### config.mk
export PLATFORM = sky130hd
export DESIGN_NAME = limit_seek_stepper_sequencer
export DESIGN_NICKNAME = d
export VERILOG_FILES = /design/src/hdl/lss_pkg.sv /design/src/hdl/limit_seek_stepper_sequencer.sv /design/src/hdl/lss_core.sv /design/src/hdl/lss_out_buf.sv
export VERILOG_INCLUDE_DIRS = /design/src /design/src/hdl
export SDC_FILE = /design/constraint.sdc
export NUM_CORES = 1
export LEC_CHECK = 0
export ABC_CLOCK_PERIOD_IN_PS = 13200
export BUFFER_PORTS_ARGS = -buffer_cell sky130_fd_sc_hd__buf_4
export CAP_MARGIN = 20
export CORE_AREA = 2 2 152 154
export CTS_BUF_LIST = sky130_fd_sc_hd__clkbuf_4 sky130_fd_sc_hd__clkbuf_8
export CTS_CLUSTER_SIZE = 14
export DETAILED_ROUTE_END_ITERATION = 8
export DIE_AREA = 0 0 154 156
export GPL_TIMING_DRIVEN = 0
export PLACE_DENSITY = 0.52
export SLEW_MARGIN = 25
export SYNTH_ARGS = -nofsm -noshare
export SYNTH_HDL_FRONTEND = slang
export SYNTH_SLANG_ARGS = --single-unit
### constraint.sdc
create_clock -name clock -period 13.2 [get_ports clock]
set_clock_uncertainty 0.05 [all_clocks]
set_input_delay 0.66 -clock clock [delete_from_list [all_inputs] [get_ports clock]]
set_output_delay 0.66 -clock clock [all_outputs]
set_load 0.02 [all_outputs]
### src/hdl/limit_seek_stepper_sequencer_defines.svh
// Assertion macros for the limit-seek stepper sequencer.
// Included by the modules that carry concurrent checks; no other dependencies.
`ifndef LIMIT_SEEK_STEPPER_SEQUENCER_DEFINES_SVH
`define LIMIT_SEEK_STEPPER_SEQUENCER_DEFINES_SVH

`ifndef SYNTHESIS
// same-cycle implication
`define LSS_ASSERT_NOW(label, clk, rst, ante, cons) \
   label: assert property (@(posedge clk) disable iff (rst) (ante) |-> (cons)) \
      else $error("lss check failed");
// next-cycle implication
`define LSS_ASSERT_NEXT(label, clk, rst, ante, cons) \
   label: assert property (@(posedge clk) disable iff (rst) (ante) |=> (cons)) \
      else $error("lss check failed");
`else
`define LSS_ASSERT_NOW(label, clk, rst, ante, cons)
`define LSS_ASSERT_NEXT(label, clk, rst, ante, cons)
`endif

`endif

### src/hdl/lss_pkg.sv
// Shared types and constants for the limit-seek stepper sequencer.
// No dependencies; imported by every module of the block.
package lss_pkg;

   localparam int TIMER_BITS    = 16;
   localparam int ROTATION_BITS = 8;

   localparam int STEP_CFG_BITS = 16;
   localparam int ROT_CFG_BITS  = 8;

   localparam int STEP_CMP_BITS = (TIMER_BITS > STEP_CFG_BITS) ? TIMER_BITS : STEP_CFG_BITS;
   localparam int ROT_CMP_BITS  = (ROTATION_BITS > ROT_CFG_BITS) ? ROTATION_BITS : ROT_CFG_BITS;

   localparam int CSR_INDEX_BITS = 3;
   localparam int CSR_DATA_BITS  = 16;

   // register indexes
   localparam logic [CSR_INDEX_BITS-1:0] CSR_STEPS_PER_ROT   = 3'd0;
   localparam logic [CSR_INDEX_BITS-1:0] CSR_HALF_PERIOD     = 3'd1;
   localparam logic [CSR_INDEX_BITS-1:0] CSR_CLOSE_ROT       = 3'd2;
   localparam logic [CSR_INDEX_BITS-1:0] CSR_INIT_CLOSE_ROT  = 3'd3;
   localparam logic [CSR_INDEX_BITS-1:0] CSR_OPEN_LIMIT_ROT  = 3'd4;

   localparam logic [STEP_CFG_BITS-1:0] RST_STEPS_PER_ROT  = 16'd200;
   localparam logic [STEP_CFG_BITS-1:0] RST_HALF_PERIOD    = 16'd1000;
   localparam logic [ROT_CFG_BITS-1:0]  RST_CLOSE_ROT      = 8'd20;
   localparam logic [ROT_CFG_BITS-1:0]  RST_INIT_CLOSE_ROT = 8'd10;
   localparam logic [ROT_CFG_BITS-1:0]  RST_OPEN_LIMIT_ROT = 8'd151;

   typedef logic [TIMER_BITS-1:0]    timer_type;
   typedef logic [ROTATION_BITS-1:0] rot_type;
   typedef logic [STEP_CMP_BITS-1:0] step_cmp_type;
   typedef logic [ROT_CMP_BITS-1:0]  rot_cmp_type;

   typedef struct packed {
      logic action;
      logic target_open;
      logic sensor_open;
   } req_type;

   typedef struct packed {
      logic step_pulse;
      logic direction_open;
      logic driver_enable;
      logic busy_res;
      logic fault;
      logic curtain_open;
   } rsp_type;

   typedef struct packed {
      logic [STEP_CFG_BITS-1:0] steps_per_rotation;
      logic [STEP_CFG_BITS-1:0] half_period_ticks;
      logic [ROT_CFG_BITS-1:0]  close_rotations;
      logic [ROT_CFG_BITS-1:0]  init_close_rotations;
      logic [ROT_CFG_BITS-1:0]  open_limit_rotations;
   } cfg_type;

endpackage

### src/hdl/limit_seek_stepper_sequencer.sv
// Top level of the limit-seek stepper sequencer: register port, sequencer and result buffer.
// Depends on lss_pkg, lss_core and lss_out_buf.
//
// Each request is either one time tick (action 0) or a target write (action 1) and yields
// exactly one response carrying the step line, direction, driver enable, busy, fault and
// believed curtain state after that request. The sequencer state updates at acceptance and
// the response is registered into the result register, so one request per clock is sustained
// while the result channel keeps up. A one-entry skid stage behind the result register keeps
// req_ready high while a response is stalled; req_ready drops only once both are full.
// Registers are written through the csr_ port, ready at all times; writes to unknown
// indexes are dropped. Step timing is counted in tick requests, not clock cycles.
module limit_seek_stepper_sequencer
   import lss_pkg::*;
(
   input  logic                      clock,
   input  logic                      reset,
   input  logic                      req_valid,
   output logic                      req_ready,
   input  req_type                   req_data,
   output logic                      rsp_valid,
   input  logic                      rsp_ready,
   output rsp_type                   rsp_data,
   input  logic                      csr_valid,
   output logic                      csr_ready,
   input  logic [CSR_INDEX_BITS-1:0] csr_index,
   input  logic [CSR_DATA_BITS-1:0]  csr_data
);

   cfg_type cfg_ff, cfg_in;
   rsp_type core_rsp;
   logic    req_accept;
   logic    buf_space;

   assign csr_ready  = 1'b1;
   assign req_ready  = buf_space;
   assign req_accept = req_valid && buf_space;

   always_comb begin
      cfg_in = cfg_ff;
      if (csr_valid) begin
         unique case (csr_index)
            CSR_STEPS_PER_ROT:  cfg_in.steps_per_rotation   = csr_data;
            CSR_HALF_PERIOD:    cfg_in.half_period_ticks    = csr_data;
            CSR_CLOSE_ROT:      cfg_in.close_rotations      = csr_data[ROT_CFG_BITS-1:0];
            CSR_INIT_CLOSE_ROT: cfg_in.init_close_rotations = csr_data[ROT_CFG_BITS-1:0];
            CSR_OPEN_LIMIT_ROT: cfg_in.open_limit_rotations = csr_data[ROT_CFG_BITS-1:0];
            default:            cfg_in = cfg_ff;
         endcase
      end
   end

   always_ff @(posedge clock) begin
      if (reset) begin
         cfg_ff.steps_per_rotation   <= RST_STEPS_PER_ROT;
         cfg_ff.half_period_ticks    <= RST_HALF_PERIOD;
         cfg_ff.close_rotations      <= RST_CLOSE_ROT;
         cfg_ff.init_close_rotations <= RST_INIT_CLOSE_ROT;
         cfg_ff.open_limit_rotations <= RST_OPEN_LIMIT_ROT;
      end else begin
         cfg_ff <= cfg_in;
      end
   end

   lss_core u_core (
      .clock   (clock),
      .reset   (reset),
      .advance (req_accept),
      .req     (req_data),
      .cfg     (cfg_ff),
      .rsp     (core_rsp)
   );

   lss_out_buf u_out_buf (
      .clock     (clock),
      .reset     (reset),
      .push      (req_accept),
      .push_data (core_rsp),
      .space     (buf_space),
      .rsp_valid (rsp_valid),
      .rsp_ready (rsp_ready),
      .rsp_data  (rsp_data)
   );

endmodule

### src/hdl/lss_core.sv
// Sequencer state and next-state logic: start-up, open, close and fault handling.
// Depends on lss_pkg and the assertion macro header.
`include "limit_seek_stepper_sequencer_defines.svh"

module lss_core
   import lss_pkg::*;
(
   input  logic    clock,
   input  logic    reset,
   input  logic    advance,
   input  req_type req,
   input  cfg_type cfg,
   output rsp_type rsp
);

   localparam logic [2:0] PH_STARTUP    = 3'd0;
   localparam logic [2:0] PH_IDLE       = 3'd1;
   localparam logic [2:0] PH_OPEN       = 3'd2;
   localparam logic [2:0] PH_CLOSE      = 3'd3;
   localparam logic [2:0] PH_INIT_CLOSE = 3'd4;

   function automatic logic is_moving(input logic [2:0] ph);
      return (ph == PH_OPEN) || (ph == PH_CLOSE) || (ph == PH_INIT_CLOSE);
   endfunction

   logic [2:0] phase_ff, phase_in;
   logic       actual_ff, actual_in;
   logic       target_ff, target_in;
   logic       fault_ff, fault_in;
   logic       dir_ff, dir_in;
   logic       pulse_ff, pulse_in;
   timer_type  timer_ff, timer_in;
   timer_type  steps_ff, steps_in;
   rot_type    rot_ff, rot_in;

   timer_type    half_len;
   timer_type    step_inc;
   step_cmp_type spr;
   logic         step_out;

   always_comb begin
      half_len = timer_type'(cfg.half_period_ticks);
      if (half_len == '0) begin
         half_len = timer_type'(1);
      end
      spr = step_cmp_type'(cfg.steps_per_rotation);
      if (spr == '0) begin
         spr = step_cmp_type'(1);
      end
   end

   always_comb begin
      phase_in  = phase_ff;
      actual_in = actual_ff;
      target_in = target_ff;
      fault_in  = fault_ff;
      dir_in    = dir_ff;
      pulse_in  = pulse_ff;
      timer_in  = timer_ff;
      steps_in  = steps_ff;
      rot_in    = rot_ff;
      step_inc  = steps_ff + timer_type'(1);
      step_out  = 1'b0;

      if (req.action) begin
         target_in = req.target_open;
         if (phase_ff == PH_IDLE && !fault_ff && req.target_open != actual_ff) begin
            pulse_in = 1'b0;
            timer_in = '0;
            steps_in = '0;
            rot_in   = '0;
            phase_in = req.target_open ? PH_OPEN : PH_CLOSE;
            dir_in   = req.target_open;
         end
         step_out = is_moving(phase_in) ? pulse_in : 1'b0;
      end else begin
         if (phase_ff == PH_STARTUP) begin
            actual_in = req.sensor_open;
            pulse_in  = 1'b0;
            timer_in  = '0;
            steps_in  = '0;
            rot_in    = '0;
            phase_in  = req.sensor_open ? PH_INIT_CLOSE : PH_OPEN;
            dir_in    = !req.sensor_open;
         end

         // block boundary: line low and no half step pending
         if (is_moving(phase_in) && !pulse_in && timer_in == '0) begin
            if (phase_in == PH_INIT_CLOSE &&
                rot_cmp_type'(rot_in) >= rot_cmp_type'(cfg.init_close_rotations)) begin
               actual_in = target_in;
               pulse_in  = 1'b0;
               timer_in  = '0;
               steps_in  = '0;
               rot_in    = '0;
               phase_in  = PH_OPEN;
               dir_in    = 1'b1;
            end
            if (phase_in == PH_CLOSE) begin
               if (rot_cmp_type'(rot_in) >= rot_cmp_type'(cfg.close_rotations)) begin
                  phase_in  = PH_IDLE;
                  actual_in = target_in;
                  rot_in    = '0;
                  steps_in  = '0;
               end
            end else if (phase_in == PH_OPEN) begin
               if (rot_cmp_type'(rot_in) >= rot_cmp_type'(cfg.open_limit_rotations)) begin
                  fault_in  = 1'b1;
                  phase_in  = PH_IDLE;
                  actual_in = target_in;
                  rot_in    = '0;
                  steps_in  = '0;
               end else if (req.sensor_open) begin
                  phase_in  = PH_IDLE;
                  actual_in = target_in;
                  rot_in    = '0;
                  steps_in  = '0;
               end
            end
            if (is_moving(phase_in)) begin
               pulse_in = 1'b1;
               timer_in = half_len;
            end
         end

         if (is_moving(phase_in)) begin
            step_out = pulse_in;
            step_inc = steps_in + timer_type'(1);
            if (timer_in > timer_type'(1)) begin
               timer_in = timer_in - timer_type'(1);
            end else if (pulse_in) begin
               pulse_in = 1'b0;
               timer_in = half_len;
            end else if (step_cmp_type'(step_inc) >= spr) begin
               steps_in = '0;
               if (rot_in != '1) begin
                  rot_in = rot_in + rot_type'(1);
               end
               timer_in = '0;
            end else begin
               steps_in = step_inc;
               pulse_in = 1'b1;
               timer_in = half_len;
            end
         end
      end
   end

   always_comb begin
      rsp.step_pulse     = step_out;
      rsp.direction_open = dir_in;
      rsp.driver_enable  = is_moving(phase_in);
      rsp.busy_res       = (phase_in != PH_IDLE);
      rsp.fault          = fault_in;
      rsp.curtain_open   = actual_in;
   end

   always_ff @(posedge clock) begin
      if (reset) begin
         phase_ff  <= PH_STARTUP;
         actual_ff <= 1'b0;
         target_ff <= 1'b1;
         fault_ff  <= 1'b0;
         dir_ff    <= 1'b0;
         pulse_ff  <= 1'b0;
         timer_ff  <= '0;
         steps_ff  <= '0;
         rot_ff    <= '0;
      end else if (advance) begin
         phase_ff  <= phase_in;
         actual_ff <= actual_in;
         target_ff <= target_in;
         fault_ff  <= fault_in;
         dir_ff    <= dir_in;
         pulse_ff  <= pulse_in;
         timer_ff  <= timer_in;
         steps_ff  <= steps_in;
         rot_ff    <= rot_in;
      end
   end

   // fault clears only on reset
   `LSS_ASSERT_NEXT(a_fault_sticky, clock, reset, fault_ff, fault_ff)
   // step line is only high during a move
   `LSS_ASSERT_NOW(a_pulse_moving, clock, reset, pulse_ff, is_moving(phase_ff))
   // the first tick always leaves start-up
   `LSS_ASSERT_NEXT(a_startup_leaves, clock, reset,
                    advance && !req.action && phase_ff == PH_STARTUP,
                    phase_ff != PH_STARTUP)

endmodule

### src/hdl/lss_out_buf.sv
// Result register with a one-entry skid stage between the sequencer and the result channel.
// Depends on lss_pkg and the assertion macro header.
`include "limit_seek_stepper_sequencer_defines.svh"

module lss_out_buf
   import lss_pkg::*;
(
   input  logic    clock,
   input  logic    reset,
   input  logic    push,
   input  rsp_type push_data,
   output logic    space,
   output logic    rsp_valid,
   input  logic    rsp_ready,
   output rsp_type rsp_data
);

   logic    out_valid_ff, out_valid_in;
   logic    skid_valid_ff, skid_valid_in;
   rsp_type out_data_ff, out_data_in;
   rsp_type skid_data_ff, skid_data_in;
   logic    pop;
   logic    load_out;

   assign pop      = out_valid_ff && rsp_ready;
   assign load_out = !out_valid_ff || pop;

   always_comb begin
      out_valid_in  = out_valid_ff;
      skid_valid_in = skid_valid_ff;
      out_data_in   = out_data_ff;
      skid_data_in  = skid_data_ff;
      if (load_out) begin
         if (skid_valid_ff) begin
            out_valid_in  = 1'b1;
            out_data_in   = skid_data_ff;
            skid_valid_in = 1'b0;
         end else begin
            out_valid_in = push;
            out_data_in  = push_data;
         end
      end else if (push) begin
         skid_valid_in = 1'b1;
         skid_data_in  = push_data;
      end
   end

   always_ff @(posedge clock) begin
      if (reset) begin
         out_valid_ff  <= 1'b0;
         skid_valid_ff <= 1'b0;
      end else begin
         out_valid_ff  <= out_valid_in;
         skid_valid_ff <= skid_valid_in;
      end
      out_data_ff  <= out_data_in;
      skid_data_ff <= skid_data_in;
   end

   assign space     = !skid_valid_ff;
   assign rsp_valid = out_valid_ff;
   assign rsp_data  = out_data_ff;

   `LSS_ASSERT_NOW(a_skid_behind_out, clock, reset, skid_valid_ff, out_valid_ff)
   `LSS_ASSERT_NEXT(a_stall_fills_skid, clock, reset,
                    push && out_valid_ff && !pop, skid_valid_ff)
   `LSS_ASSERT_NEXT(a_skid_drains, clock, reset,
                    skid_valid_ff && pop, out_valid_ff && !skid_valid_ff)

endmodule

# Yosys cells after proc, flatten, opt, wreduce, memory -nomap -nowiden
# Index checks and enable logic that the tools add are counted.
word_totals:
  ff_bits: 118
  in_bits: 27
  out_inout_bits: 9
  wordCells: 202
classes:
  n_addsub: 3
  order_cmp: 5
  eq_ne: 26
  mux: 102
  n_bitwise: 1
  n_reduce_logical: 37
ops:
  columns: ["operator", "count"]
  rows:
  - ["16-bit two-way mux", 28]
  - ["8-bit two-way mux", 19]
  - ["3-bit two-way mux", 18]
  - ["16-bit logical NOT", 3]
  - ["3-bit by 2-bit == test with 1-bit output (second input constant)", 14]
  - ["1-bit two-way mux", 36]
  - ["8-bit greater-or-equal comparator", 3]
  - ["3-bit == test (second input constant)", 6]
  - ["16-bit by 1-bit adder with 16-bit output (second input constant)", 1]
  - ["16-bit greater-or-equal comparator", 1]
  - ["16-bit by 1-bit > comparator with 1-bit output (second input constant)", 1]
  - ["2-bit AND reduction", 8]
  - ["16-bit by 1-bit subtractor with 16-bit output (second input constant)", 1]
  - ["1-bit logical OR", 11]
  - ["8-bit by 1-bit adder with 8-bit output (second input constant)", 1]
  - ["8-bit != test (second input constant)", 1]
  - ["1-bit logical AND", 7]
  - ["3-bit by 1-bit == test with 1-bit output (second input constant)", 2]
  - ["3-bit logical NOT", 2]
  - ["6-bit two-way mux", 1]
  - ["1-bit logical NOT", 5]
  - ["3-bit by 1-bit != test with 1-bit output (second input constant)", 1]
  - ["2-bit by 1-bit != test with 1-bit output (second input constant)", 1]
  - ["2-bit OR reduction", 1]
  - ["2 further kinds", 2]

# Depth between registers and ports, before layout
# Gate-level depths: netlist of run 1.
logic_depth:
  ltp_word: 26
  depth_mapped: 42
  depth_no_buf: 34

# Cells and area by module
# A second synthesis of run 1 with hierarchy kept.
unflattened:
  hier_cells: 939
  hier_area_um2: 7773.7
modules_own_cells:
  columns: ["mod", "n_inst", "cells_each", "area_each_um2", "seq_area_each_um2"]
  rows:
  - ["lss_core", 1, 690, 4938.5, 960.9]
  - ["limit_seek_stepper_sequencer", 1, 221, 2302.2, 1121.1]
  - ["lss_out_buf", 1, 28, 533.0, 400.4]

# Worst setup path before layout of run 1
# No wires, ideal clock.
synth_path:
  path_kind: "flip-flop to flip-flop"
  from: "register u_core.phase_ff[1]"
  to: "register u_core.steps_ff[2]"
  t_arrival_ns: 8.966
  required_time_ns: 13.080
  path_slack_ns: 4.114
  stages_incl_launch_ff: 41
  path_buffers: 9
  cell_sequence: "dfxtp_1 buf_2 or3_1 clkbuf_1 clkbuf_1 clkbuf_1 nand2_1 ha_1 nand2b_1 a2111oi_2 o21ai_1 a21oi_1 nand3_1 ha_1 nand2b_1 a2111oi_0 o211ai_1 and3_1 (+5 left out) and2_1 ha_1 and3_1 and3_1 clkbuf_1 nand3_1 nor3_1 xnor2_1 ha_1 a211o_1 o211ai_1 a211oi_1 a2111oi_0 o211ai_1 nor4_1 clkbuf_1 o311ai_1 a21oi_1"
synth_between:
  elab_chain_cells: 24
synth_lines:
  columns: ["item", "line_no", "source"]
  rows:
  - ["start: declaration", "lss_core.sv:26", "logic [2:0] phase_ff, phase_in;"]
  - ["start signal: assignment", "lss_core.sv:170", "phase_ff <= phase_in;"]
  - ["branches (longest 24 deep; another with 8-bit greater-or-equal comparator)", null, null]
  - ["end signal: assignment", "lss_core.sv:177", "steps_ff <= steps_in;"]
  - ["end: declaration", "lss_core.sv:33", "timer_type steps_ff, steps_in;"]
# Parallel ways; which one is timed is not known. The select of a mux whose other input is x is not followed.
# A chain may end at the register's enable or synchronous reset.

# Final worst setup path of run 1
# Same ends and word-level chain as after synthesis.

==> results of run 1 <==
power groups by stage:
stage | clock network (mW) | logic (mW) | registers (mW)
floorplan | 0 | 0.204 | 0.402
global placement | 0 | 0.312 | 0.404
detailed placement | 0 | 0.309 | 0.404
CTS | 0.363 | 0.311 | 0.396
global route | 0.380 | 0.343 | 0.399
finish | 0.358 | 0.321 | 0.397
cell families after synthesis:
logic type	Yosys count	synth area share
AND/OR/NAND/NOR	408	0.250
AO/OA/AOI/OAI	284	0.253
buffers and inverters	121	0.0621
flip-flops	118	0.322
adder cells (fa/ha/maj)	44	0.0714
XOR/XNOR	17	0.0193
multiplexers	16	0.0219
other	1	0.000486
state kept, by name, summed over array words and instances, names as in the netlist, 3 cells and up:
name / cells
u_out_buf.rsp_data: 6
u_core.rot_ff: 8
u_core.timer_ff: 16
cfg_ff: 56
u_out_buf.skid_data_ff: 6
u_core.phase_ff: 3
u_core.steps_ff: 16
final cells by class:
class | instances | area, sq um
plain buffers | 61 | 255
clock buffers | 20 | 263
clock inverters | 12 | 153
fillers | 2416 | 13600
inverters | 60 | 225
multi-input cells | 770 | 4770
flip-flops and latches | 118 | 2480
well taps | 285 | 357
repair buffers | 32 | 240
metal layers:
layer,global-route usage,up-vias,part of all wire
met4,0.0734,0,0.023
met2,0.351,317,0.43
met1,0.318,3553,0.47
li1,-,3760,-
met5,0,-,0
met3,0.0392,51,0.075
synthesized netlist by cell type, types with 14 or more instances:
| cell type | number |
|---|---|
| a21oi_1 | 80 |
| and3_1 | 20 |
| clkbuf_1 | 52 |
| dfxtp_1 | 106 |
| ha_1 | 44 |
| inv_1 | 59 |
| nand2_1 | 179 |
| nand3_1 | 26 |
| nand3b_1 | 18 |
| nand4_1 | 14 |
| nor2_1 | 73 |
| nor3_1 | 21 |
| o21ai_0 | 35 |
through the flow:
step	total power, mW	util
global placement	0.717	0.371
global route	1.12	0.391
CTS	1.07	0.390
finish	1.08	0.391
floorplan	0.606	-
detailed placement	0.714	0.371
worst paths after layout:
kind,from,to,depth (start not counted)
max,u_core.phase_ff[1]$_SDFFE_PP0P_,u_core.steps_ff[2]$_SDFFE_PP0P_,40
min,csr_data[9],cfg_ff[33]$_SDFFE_PP1P_,3
max reg2reg,u_core.phase_ff[1]$_SDFFE_PP0P_,u_core.steps_ff[2]$_SDFFE_PP0P_,40
min reg2reg,cfg_ff[10]$_SDFFE_PP0P_,cfg_ff[10]$_SDFFE_PP0P_,2
worst min-delay path, cell delays in order:
cell and delay (ns):
buf_4 0.10, nand2_1 0.04, nand3b_1 0.07
==> impl_metrics.env, run 1 <==
export IMPL_max_cap_violations=0
export IMPL_worstMarginPinSlew_ns=1.06
export IMPL_timing_hold_ws_ns=0.404
export IMPL_p_int_uw=678
export IMPL_p_switching_uw=397
export IMPL_area_growth_pct=13.4
export IMPL_io_buffers=32
export IMPL_grt_overflow_total=0
export IMPL_worstPathArrival_ns=12.41
export IMPL_cp_required_ns=13.53
export IMPL_crit_top_cell="clkbuf_1"
export IMPL_synthFlopType="dfxtp_1"
export IMPL_finalSetupViolations=0
export IMPL_post_place_ws_ns=0.216
export IMPL_wirelength_mm=26.9
export IMPL_drt_iter0_drc=720
export IMPL_status="completed"
export IMPL_root_buffer="clkbuf_8"
export IMPL_period_needed_ns=12.08
export IMPL_comb_power_share=0.298
export IMPL_core_area_sq_um=22400
export IMPL_irDropWorstVdd_mv=0.0683
export IMPL_critical_path_top_delay_family="compound AO/OA/AOI/OAI gates"
export IMPL_synth_edf_count=12
export IMPL_cts_resized=0
export IMPL_synthCells=1009
export IMPL_wire_per_inst_um=19.8
export IMPL_p_clk_frac=0.333
export IMPL_finalSetupTns_ns=0
export IMPL_crit_buf_inv=9
export IMPL_synth_cell_types=77
export IMPL_slowest_delay_ns=0.55
export IMPL_synth_top_area_frac=0.275
export IMPL_synth_ff_latch_count=118
export IMPL_place_area_sq_um=8310
export IMPL_num_vias=7681
export IMPL_rsz0062_at_grt="false"
export IMPL_final_nets=1131
export IMPL_cp_start_kind="register"
export IMPL_slowest_stage="a2111oi_1"
export IMPL_cts_sinks=118
export IMPL_htree_levels=4
export IMPL_yosys_area_top_type="dfxtp_1"
export IMPL_p_leak_nw=3.49
export IMPL_min_path_type="input pin to register"
export IMPL_cp_max_fo=10
export IMPL_clk_path_buf_depth=2
export IMPL_dieArea_sq_um=24000
export IMPL_powerDensity_nw_per_um2=123
export IMPL_fin_area_sq_um=8740
export IMPL_grt_max_degree=17
export IMPL_hpwl_mm=20.3
export IMPL_cts_tree="yes"
export IMPL_syn_avg_cell_area_sq_um=7.64
export IMPL_p_seq_frac=0.369
export IMPL_worst_slack_ns=1.12
export IMPL_ys_warnings_count=0
export IMPL_hold_violations=0
export IMPL_route_detailed_drc=0
export IMPL_num_rows=55
export IMPL_fin_cells=1358
export IMPL_io_pins=36
export IMPL_swShare=0.369
export IMPL_grt_pass1_wl_mm=42.0
export IMPL_maxSlewHeadroom=0.281
export IMPL_cts_setup_buffers=0
export IMPL_synthTopCellsByArea="dfxtp_1 (28%), nand2_1 (8.7%), ha_1 (7.1%), a21oi_1 (5.2%), edfxtp_1 (4.7%)"
export IMPL_ys_seq_area_frac=0.322
export IMPL_rrSetupSlack_ns=1.12
export IMPL_fp_dieH_um=156
export IMPL_period_share=0.915
export IMPL_dp_cells=1326
export IMPL_firstDrtPassIters=8
export IMPL_cts_buffers=17
export IMPL_postRouteAntennaNets=0
export IMPL_timing_fmax_mhz=82.8
export IMPL_diodes=0
export IMPL_layout_common_cells="nand2_1 (179), dfxtp_1 (106), a21oi_1 (80)"
export IMPL_die_w_um=154
export IMPL_gp_congestion=0.959
export IMPL_drt_vias_per_instance=5.66
export IMPL_drive_above_1_share=0.0876
export IMPL_syn_area_sq_um=7710
export IMPL_start_util=0.345
export IMPL_clk_latency_ns=0.45
export IMPL_worstSetupPathType="register to register"
export IMPL_grt_pass1_vias=7141
export IMPL_slew_viol_final=0
export IMPL_ctsHoldBuffers=0
export IMPL_end_kind="register"
export IMPL_clk_pin_slew_ns=0.08
export IMPL_layout_commonest_cell="nand2_1"
export IMPL_grtUsageTotal=0.226
export IMPL_synth_nets=1080
export IMPL_antenna_found_initial=0
export IMPL_async_flop_share=0
No activity file was read; power rests on OpenSTA's default activity.
==> run 2, diff against run 1 <==
--- a/config.mk
+++ b/config.mk
@@ -9,13 +9,15 @@
 export ABC_CLOCK_PERIOD_IN_PS = 13200
 export BUFFER_PORTS_ARGS = -buffer_cell sky130_fd_sc_hd__buf_4
 export CAP_MARGIN = 20
+export CELL_PAD_IN_SITES_DETAIL_PLACEMENT = 0
+export CELL_PAD_IN_SITES_GLOBAL_PLACEMENT = 2
 export CORE_AREA = 2 2 152 154
 export CTS_BUF_LIST = sky130_fd_sc_hd__clkbuf_4 sky130_fd_sc_hd__clkbuf_8
 export CTS_CLUSTER_SIZE = 14
 export DETAILED_ROUTE_END_ITERATION = 8
 export DIE_AREA = 0 0 154 156
 export GPL_TIMING_DRIVEN = 0
-export PLACE_DENSITY = 0.52
+export PLACE_DENSITY = 0.78
 export SLEW_MARGIN = 25
 export SYNTH_ARGS = -nofsm -noshare
 export SYNTH_HDL_FRONTEND = slang
==> run 2 against run 1 <==
  * Utilization about the same
  * Largest power group unchanged
  * Global-route usage increased by 1.1 points
  * Setup slack got worse by 0.19 ns
  * Power decreased by 0.89%
  * Highest routed layer unchanged
  * Maximum frequency decreased by 1.5%
  * Non-clock buffer count unchanged
  * Die area unchanged
  * First-iteration DRC count decreased by 26%
  * Sequential power about the same
  * Count of clock-buffer cells in the layout decreased by 2
  * Final cell count unchanged
  * Hold slack got worse by 0.019 ns
==> impl_metrics.env, run 2 (synthesis gave the netlist of run 1 again) <==
export IMPL_status="completed"
export IMPL_diodes=0
export IMPL_wirelength_mm=28.1
export IMPL_ctsHoldBuffers=0
export IMPL_grt_overflow_total=0
export IMPL_finalSetupViolations=0
export IMPL_min_path_type="input pin to register"
export IMPL_slowest_delay_ns=0.62
export IMPL_core_area_sq_um=22400
export IMPL_area_growth_pct=13.3
export IMPL_end_kind="register"
export IMPL_cp_max_fo=10
export IMPL_cts_buffers=17
export IMPL_drt_vias_per_instance=5.75
export IMPL_drt_iter0_drc=532
export IMPL_firstDrtPassIters=5
export IMPL_powerDensity_nw_per_um2=122
export IMPL_final_nets=1131
export IMPL_route_detailed_drc=0
export IMPL_worstMarginPinSlew_ns=0.940
export IMPL_multi_input_area_sq_um=4790
export IMPL_fp_dieH_um=156
export IMPL_seq_area_sq_um=2480
export IMPL_grt_max_degree=17
export IMPL_clk_path_buf_depth=2
export IMPL_layout_commonest_cell="nand2_1"
export IMPL_dp_cells=1326
export IMPL_maxSlewHeadroom=0.369
export IMPL_fin_cells=1358
export IMPL_largest_reg_flops=56
export IMPL_grt_pass1_vias=7401
export IMPL_fillerInstances=2401
export IMPL_cp_required_ns=13.50
export IMPL_antenna_found_initial=0
export IMPL_dieArea_sq_um=24000
export IMPL_period_needed_ns=12.27
export IMPL_slew_viol_final=0
export IMPL_cts_setup_buffers=0
export IMPL_crit_top_cell="clkbuf_1"
export IMPL_start_util=0.345
export IMPL_num_vias=7803
export IMPL_rsz0062_at_grt="false"
export IMPL_grtUsageTotal=0.236
export IMPL_cts_sinks=118
export IMPL_top_register="cfg_ff"
export IMPL_period_share=0.929
export IMPL_worstSetupPathType="register to register"
export IMPL_clk_latency_ns=0.47
export IMPL_htree_levels=4
export IMPL_timing_hold_ws_ns=0.385
export IMPL_timing_fmax_mhz=81.5
export IMPL_slowest_stage="a2111oi_0"
export IMPL_hpwl_mm=21.0
export IMPL_wire_per_inst_um=20.7
export IMPL_io_buffers=32
export IMPL_clk_pin_slew_ns=0.08
export IMPL_root_buffer="clkbuf_8"
export IMPL_worstPathArrival_ns=12.57
export IMPL_grt_pass1_wl_mm=43.5
export IMPL_cts_tree="yes"
export IMPL_num_rows=55
export IMPL_hold_violations=0
export IMPL_drive_above_1_share=0.0904
export IMPL_irDropWorstVdd_mv=0.0600
export IMPL_gp_congestion=0.926
export IMPL_postRouteAntennaNets=0
export IMPL_layout_common_cells="nand2_1 (179), dfxtp_1 (106), a21oi_1 (80)"
export IMPL_max_cap_violations=0
export IMPL_p_leak_nw=3.49
export IMPL_reg_largest_list="cfg_ff: 56 flops, u_core.steps_ff: 16 flops, u_core.timer_ff: 16 flops"
export IMPL_die_w_um=154
export IMPL_cp_start_kind="register"
export IMPL_io_pins=36
export IMPL_design_power_total_mw=1.07
run 2: path summary, 6_finish.rpt:
check                             startpoint                       endpoint  slack [ns]  depth (start not counted)
min reg2reg          cfg_ff[12]$_SDFFE_PP0P_        cfg_ff[12]$_SDFFE_PP0P_        0.41                          2
max          u_core.phase_ff[1]$_SDFFE_PP0P_  u_core.rot_ff[6]$_SDFFE_PP0P_        0.93                         39
max reg2reg  u_core.phase_ff[1]$_SDFFE_PP0P_  u_core.rot_ff[6]$_SDFFE_PP0P_        0.93                         39
min                              csr_data[9]        cfg_ff[33]$_SDFFE_PP1P_        0.39                          3
run 2: per-layer routing:
metal / share of wire / vias up / global-route usage
met4: 0.021 / 0 / 0.0739
li1: - / 3771 / -
met3: 0.063 / 42 / 0.0417
met2: 0.44 / 296 / 0.367
met5: 0 / - / 0
met1: 0.48 / 3694 / 0.333
run 2: stage by stage:
step / worst slack (ns) / util / TNS, ns / area, sq um
final: 0.935 / 0.391 / 0 / 8740
after global routing: 0.0594 / 0.391 / 0 / 8740
after CTS: 0.240 / 0.389 / 0 / 8710
after detailed placement: -0.199 / 0.372 / -1.14 / 8310
after global placement: -0.269 / 0.371 / -1.69 / 8310
after floorplan: 4.11 / - / 0 / 7710
run 2: area by class of cell:
type	instances	share of cell area
Inverter	60	0.0258
Clock buffer	18	0.0284
Timing Repair Buffer	32	0.0275
Multi-Input combinational cell	770	0.548
Sequential cell	118	0.284
Clock inverter	14	0.0163
Buffer	61	0.0294
Tap cell	285	0.0408
run 2: what timing repair did:
item,4_1_cts,5_1_grt
gates cloned,0,0
pin swaps,0,0
endpoints found under the setup margin,9,36
gates resized for setup,2,6
run 2: critical path: cells and delay by family, from the launching register on:
kind	cells	cell delay, ns
AOI/OAI and AO/OA	10	3.58
buffers and inverters	8	3.04
xor gates and xnor gates	1	0.20
DFF	1	0.31
adders and majority gates	4	1.16
and+or+nand+nor	16	3.79
run 2: report_power, final:
part	total, mW	switching [mW]	internal, mW	leakage, nW
clock network	0.344	0.185	0.159	0.194
registers	0.397	0.0174	0.380	0.977
logic	0.325	0.221	0.104	2.32
total	1.07	0.424	0.642	3.49
==> run 3, diff against run 2 <==
--- a/config.mk
+++ b/config.mk
@@ -7,7 +7,7 @@
 export NUM_CORES = 1
 export LEC_CHECK = 0
 export ABC_CLOCK_PERIOD_IN_PS = 13200
-export BUFFER_PORTS_ARGS = -buffer_cell sky130_fd_sc_hd__buf_4
+export BUFFER_PORTS_ARGS = -buffer_cell sky130_fd_sc_hd__buf_2
 export CAP_MARGIN = 20
 export CELL_PAD_IN_SITES_DETAIL_PLACEMENT = 0
 export CELL_PAD_IN_SITES_GLOBAL_PLACEMENT = 2
==> run 3 against run 2 <==
  * Wire length increased by 0.19%
  * First-iteration DRC count increased by 20%
  * Count of clock-buffer cells in the layout increased by 2
  * Final cell count decreased by 0.15%
  * Non-clock buffer count unchanged
  * Largest cell class unchanged
  * Via count decreased by 0.46%
  * Critical path type unchanged
  * Clock power decreased by 14%
  * Register-to-register slack improved by 0.13 ns
  * Global-route usage increased by 0.12 points
  * Sequential power about the same
  * Flip-flop and latch count unchanged
  * Largest power group unchanged
==> impl_metrics.env, run 3 (synthesis gave the netlist of run 1 again) <==
export IMPL_status="completed"
export IMPL_grt_pass1_vias=7406
export IMPL_worstHoldStart="cfg_ff[23]$_SDFFE_PP0P_"
export IMPL_timing_fmax_mhz=82.4
export IMPL_max_cap_violations=0
export IMPL_cts_sinks=118
export IMPL_hold_violations=0
export IMPL_num_rows=55
export IMPL_slowest_delay_ns=0.55
export IMPL_num_vias=7767
export IMPL_place_area_sq_um=8230
export IMPL_top_register="cfg_ff"
export IMPL_antenna_found_initial=0
export IMPL_worstMarginPinSlew_ns=1.13
export IMPL_diodes=0
export IMPL_cp_start_kind="register"
export IMPL_end_kind="register"
export IMPL_slowest_stage="a2111oi_1"
export IMPL_core_area_sq_um=22400
export IMPL_dieArea_sq_um=24000
export IMPL_critical_path_top_delay_family="compound AO/OA/AOI/OAI gates"
export IMPL_timing_hold_ws_ns=0.406
export IMPL_min_delay_path_depth=2
export IMPL_wirelength_mm=28.2
export IMPL_clk_latency_ns=0.45
export IMPL_grt_pass1_wl_mm=43.8
export IMPL_io_pins=36
export IMPL_post_place_ws_ns=-0.125
export IMPL_p_switching_uw=400
export IMPL_period_needed_ns=12.13
export IMPL_grt_overflow_total=0
export IMPL_min_to="cfg_ff[23]$_SDFFE_PP0P_"
export IMPL_root_buffer="clkbuf_8"
export IMPL_powerDensity_nw_per_um2=118
export IMPL_clk_path_buf_depth=2
export IMPL_gp_congestion=0.927
export IMPL_reg2reg_to="u_core.steps_ff[2]$_SDFFE_PP0P_"
export IMPL_cp_required_ns=13.52
export IMPL_drt_vias_per_instance=5.73
export IMPL_layout_common_cells="nand2_1 (179), dfxtp_1 (106), a21oi_1 (80)"
export IMPL_fin_util=0.384
export IMPL_fp_dieH_um=156
export IMPL_finalSetupViolations=0
export IMPL_route_detailed_drc=0
export IMPL_ctsHoldBuffers=0
export IMPL_swShare=0.395
export IMPL_period_share=0.919
export IMPL_grtUsageTotal=0.238
export IMPL_maxSlewHeadroom=0.239
export IMPL_wire_per_inst_um=20.8
export IMPL_drt_iter0_drc=639
export IMPL_reg_largest_list="cfg_ff: 56 flops, u_core.steps_ff: 16 flops, u_core.timer_ff: 16 flops"
export IMPL_ff2ff_path_depth=40
export IMPL_timing_rr_start="u_core.phase_ff[1]$_SDFFE_PP0P_"
export IMPL_area_growth_pct=11.4
export IMPL_dp_cells=1326
export IMPL_rsz0062_at_grt="false"
export IMPL_fin_cells=1356
export IMPL_fin_area_sq_um=8590
export IMPL_p_leak_nw=3.43
export IMPL_cts_setup_buffers=0
export IMPL_drive_above_1_share=0.0878
export IMPL_final_nets=1131
export IMPL_worstSetupPathType="register to register"
export IMPL_largest_reg_flops=56
export IMPL_slew_viol_final=0
export IMPL_htree_levels=4
export IMPL_irDropWorstVdd_mv=0.0592
export IMPL_crit_buf_inv=9
export IMPL_layout_commonest_cell="nand2_1"
export IMPL_worstPathArrival_ns=12.45
export IMPL_finalSetupTns_ns=0
export IMPL_p_int_uw=614
export IMPL_postRouteAntennaNets=0
export IMPL_design_power_total_mw=1.01
export IMPL_hpwl_mm=21.0
export IMPL_worst_slack_ns=1.07
export IMPL_cts_buffers=17
export IMPL_die_w_um=154
export IMPL_min_path_type="register to register"
export IMPL_clk_pin_slew_ns=0.08
export IMPL_firstDrtPassIters=6
export IMPL_start_util=0.345
export IMPL_crit_top_cell="clkbuf_1"
export IMPL_cp_max_fo=10
export IMPL_io_buffers=32
export IMPL_comb_power_share=0.318
export IMPL_cts_tree="yes"
export IMPL_rrSetupSlack_ns=1.07
export IMPL_grt_max_degree=17
export IMPL_p_seq_frac=0.391
export IMPL_p_clk_frac=0.290
## run 3: how the worst max path moves through the flow
stage | start | endpoint | slack [ns] | cells after the start
5_1_grt | u_core.phase_ff[1]$_SDFFE_PP0P_ | u_core.steps_ff[7]$_SDFFE_PP0P_ | 0.16 | 40
6_report | u_core.phase_ff[1]$_SDFFE_PP0P_ | u_core.steps_ff[2]$_SDFFE_PP0P_ | 1.07 | 40
3_3_place_gp | u_core.phase_ff[1]$_SDFFE_PP0P_ | u_core.steps_ff[2]$_SDFFE_PP0P_ | -0.19 | 40
4_1_cts | u_core.phase_ff[1]$_SDFFE_PP0P_ | u_core.steps_ff[2]$_SDFFE_PP0P_ | 0.23 | 40
2_1_floorplan | u_core.phase_ff[1]$_SDFFE_PP0P_ | u_core.steps_ff[2]$_SDFFE_PP0P_ | 4.11 | 40
3_5_place_dp | u_core.phase_ff[1]$_SDFFE_PP0P_ | u_core.steps_ff[2]$_SDFFE_PP0P_ | -0.13 | 40
## run 3: final cells by class
cell class,count,area (sq um)
Timing Repair Buffer,32,160
Fill cell,2398,13800
Tap cell,285,357
Clock buffer,20,263
Sequential cell,118,2480
Multi-Input combinational cell,770,4790
Buffer,61,255
Inverter,60,225
Clock inverter,10,60.1
## run 3: routing by layer
metal,routed length (um),track usage,vias up
met4,648,0.0779,0
met2,12400,0.371,277
li1,-,-,3764
met5,0,0,-
met3,1580,0.0328,47
met1,13600,0.338,3679
## run 3: what timing repair did
item                                   in CTS  in global routing
resized for setup                           2                  6
pin swaps                                   0                  0
setup endpoints to repair                   9                 36
endpoints found under the hold margin       0                  0
## run 3: tightest hold or removal path, stage by stage, from the launching register on
cell	delay [ns]
dfxtp_1	0.31
nand2_1	0.05
a21oi_1	0.05
## run 3: power groups by stage
stage,Clock [mW],Combinational (mW),Sequential (mW)
final,0.295,0.323,0.397
after global routing,0.317,0.347,0.399
after CTS,0.299,0.312,0.396
after detailed placement,0,0.310,0.404
after floorplan,0,0.204,0.402
after global placement,0,0.314,0.404
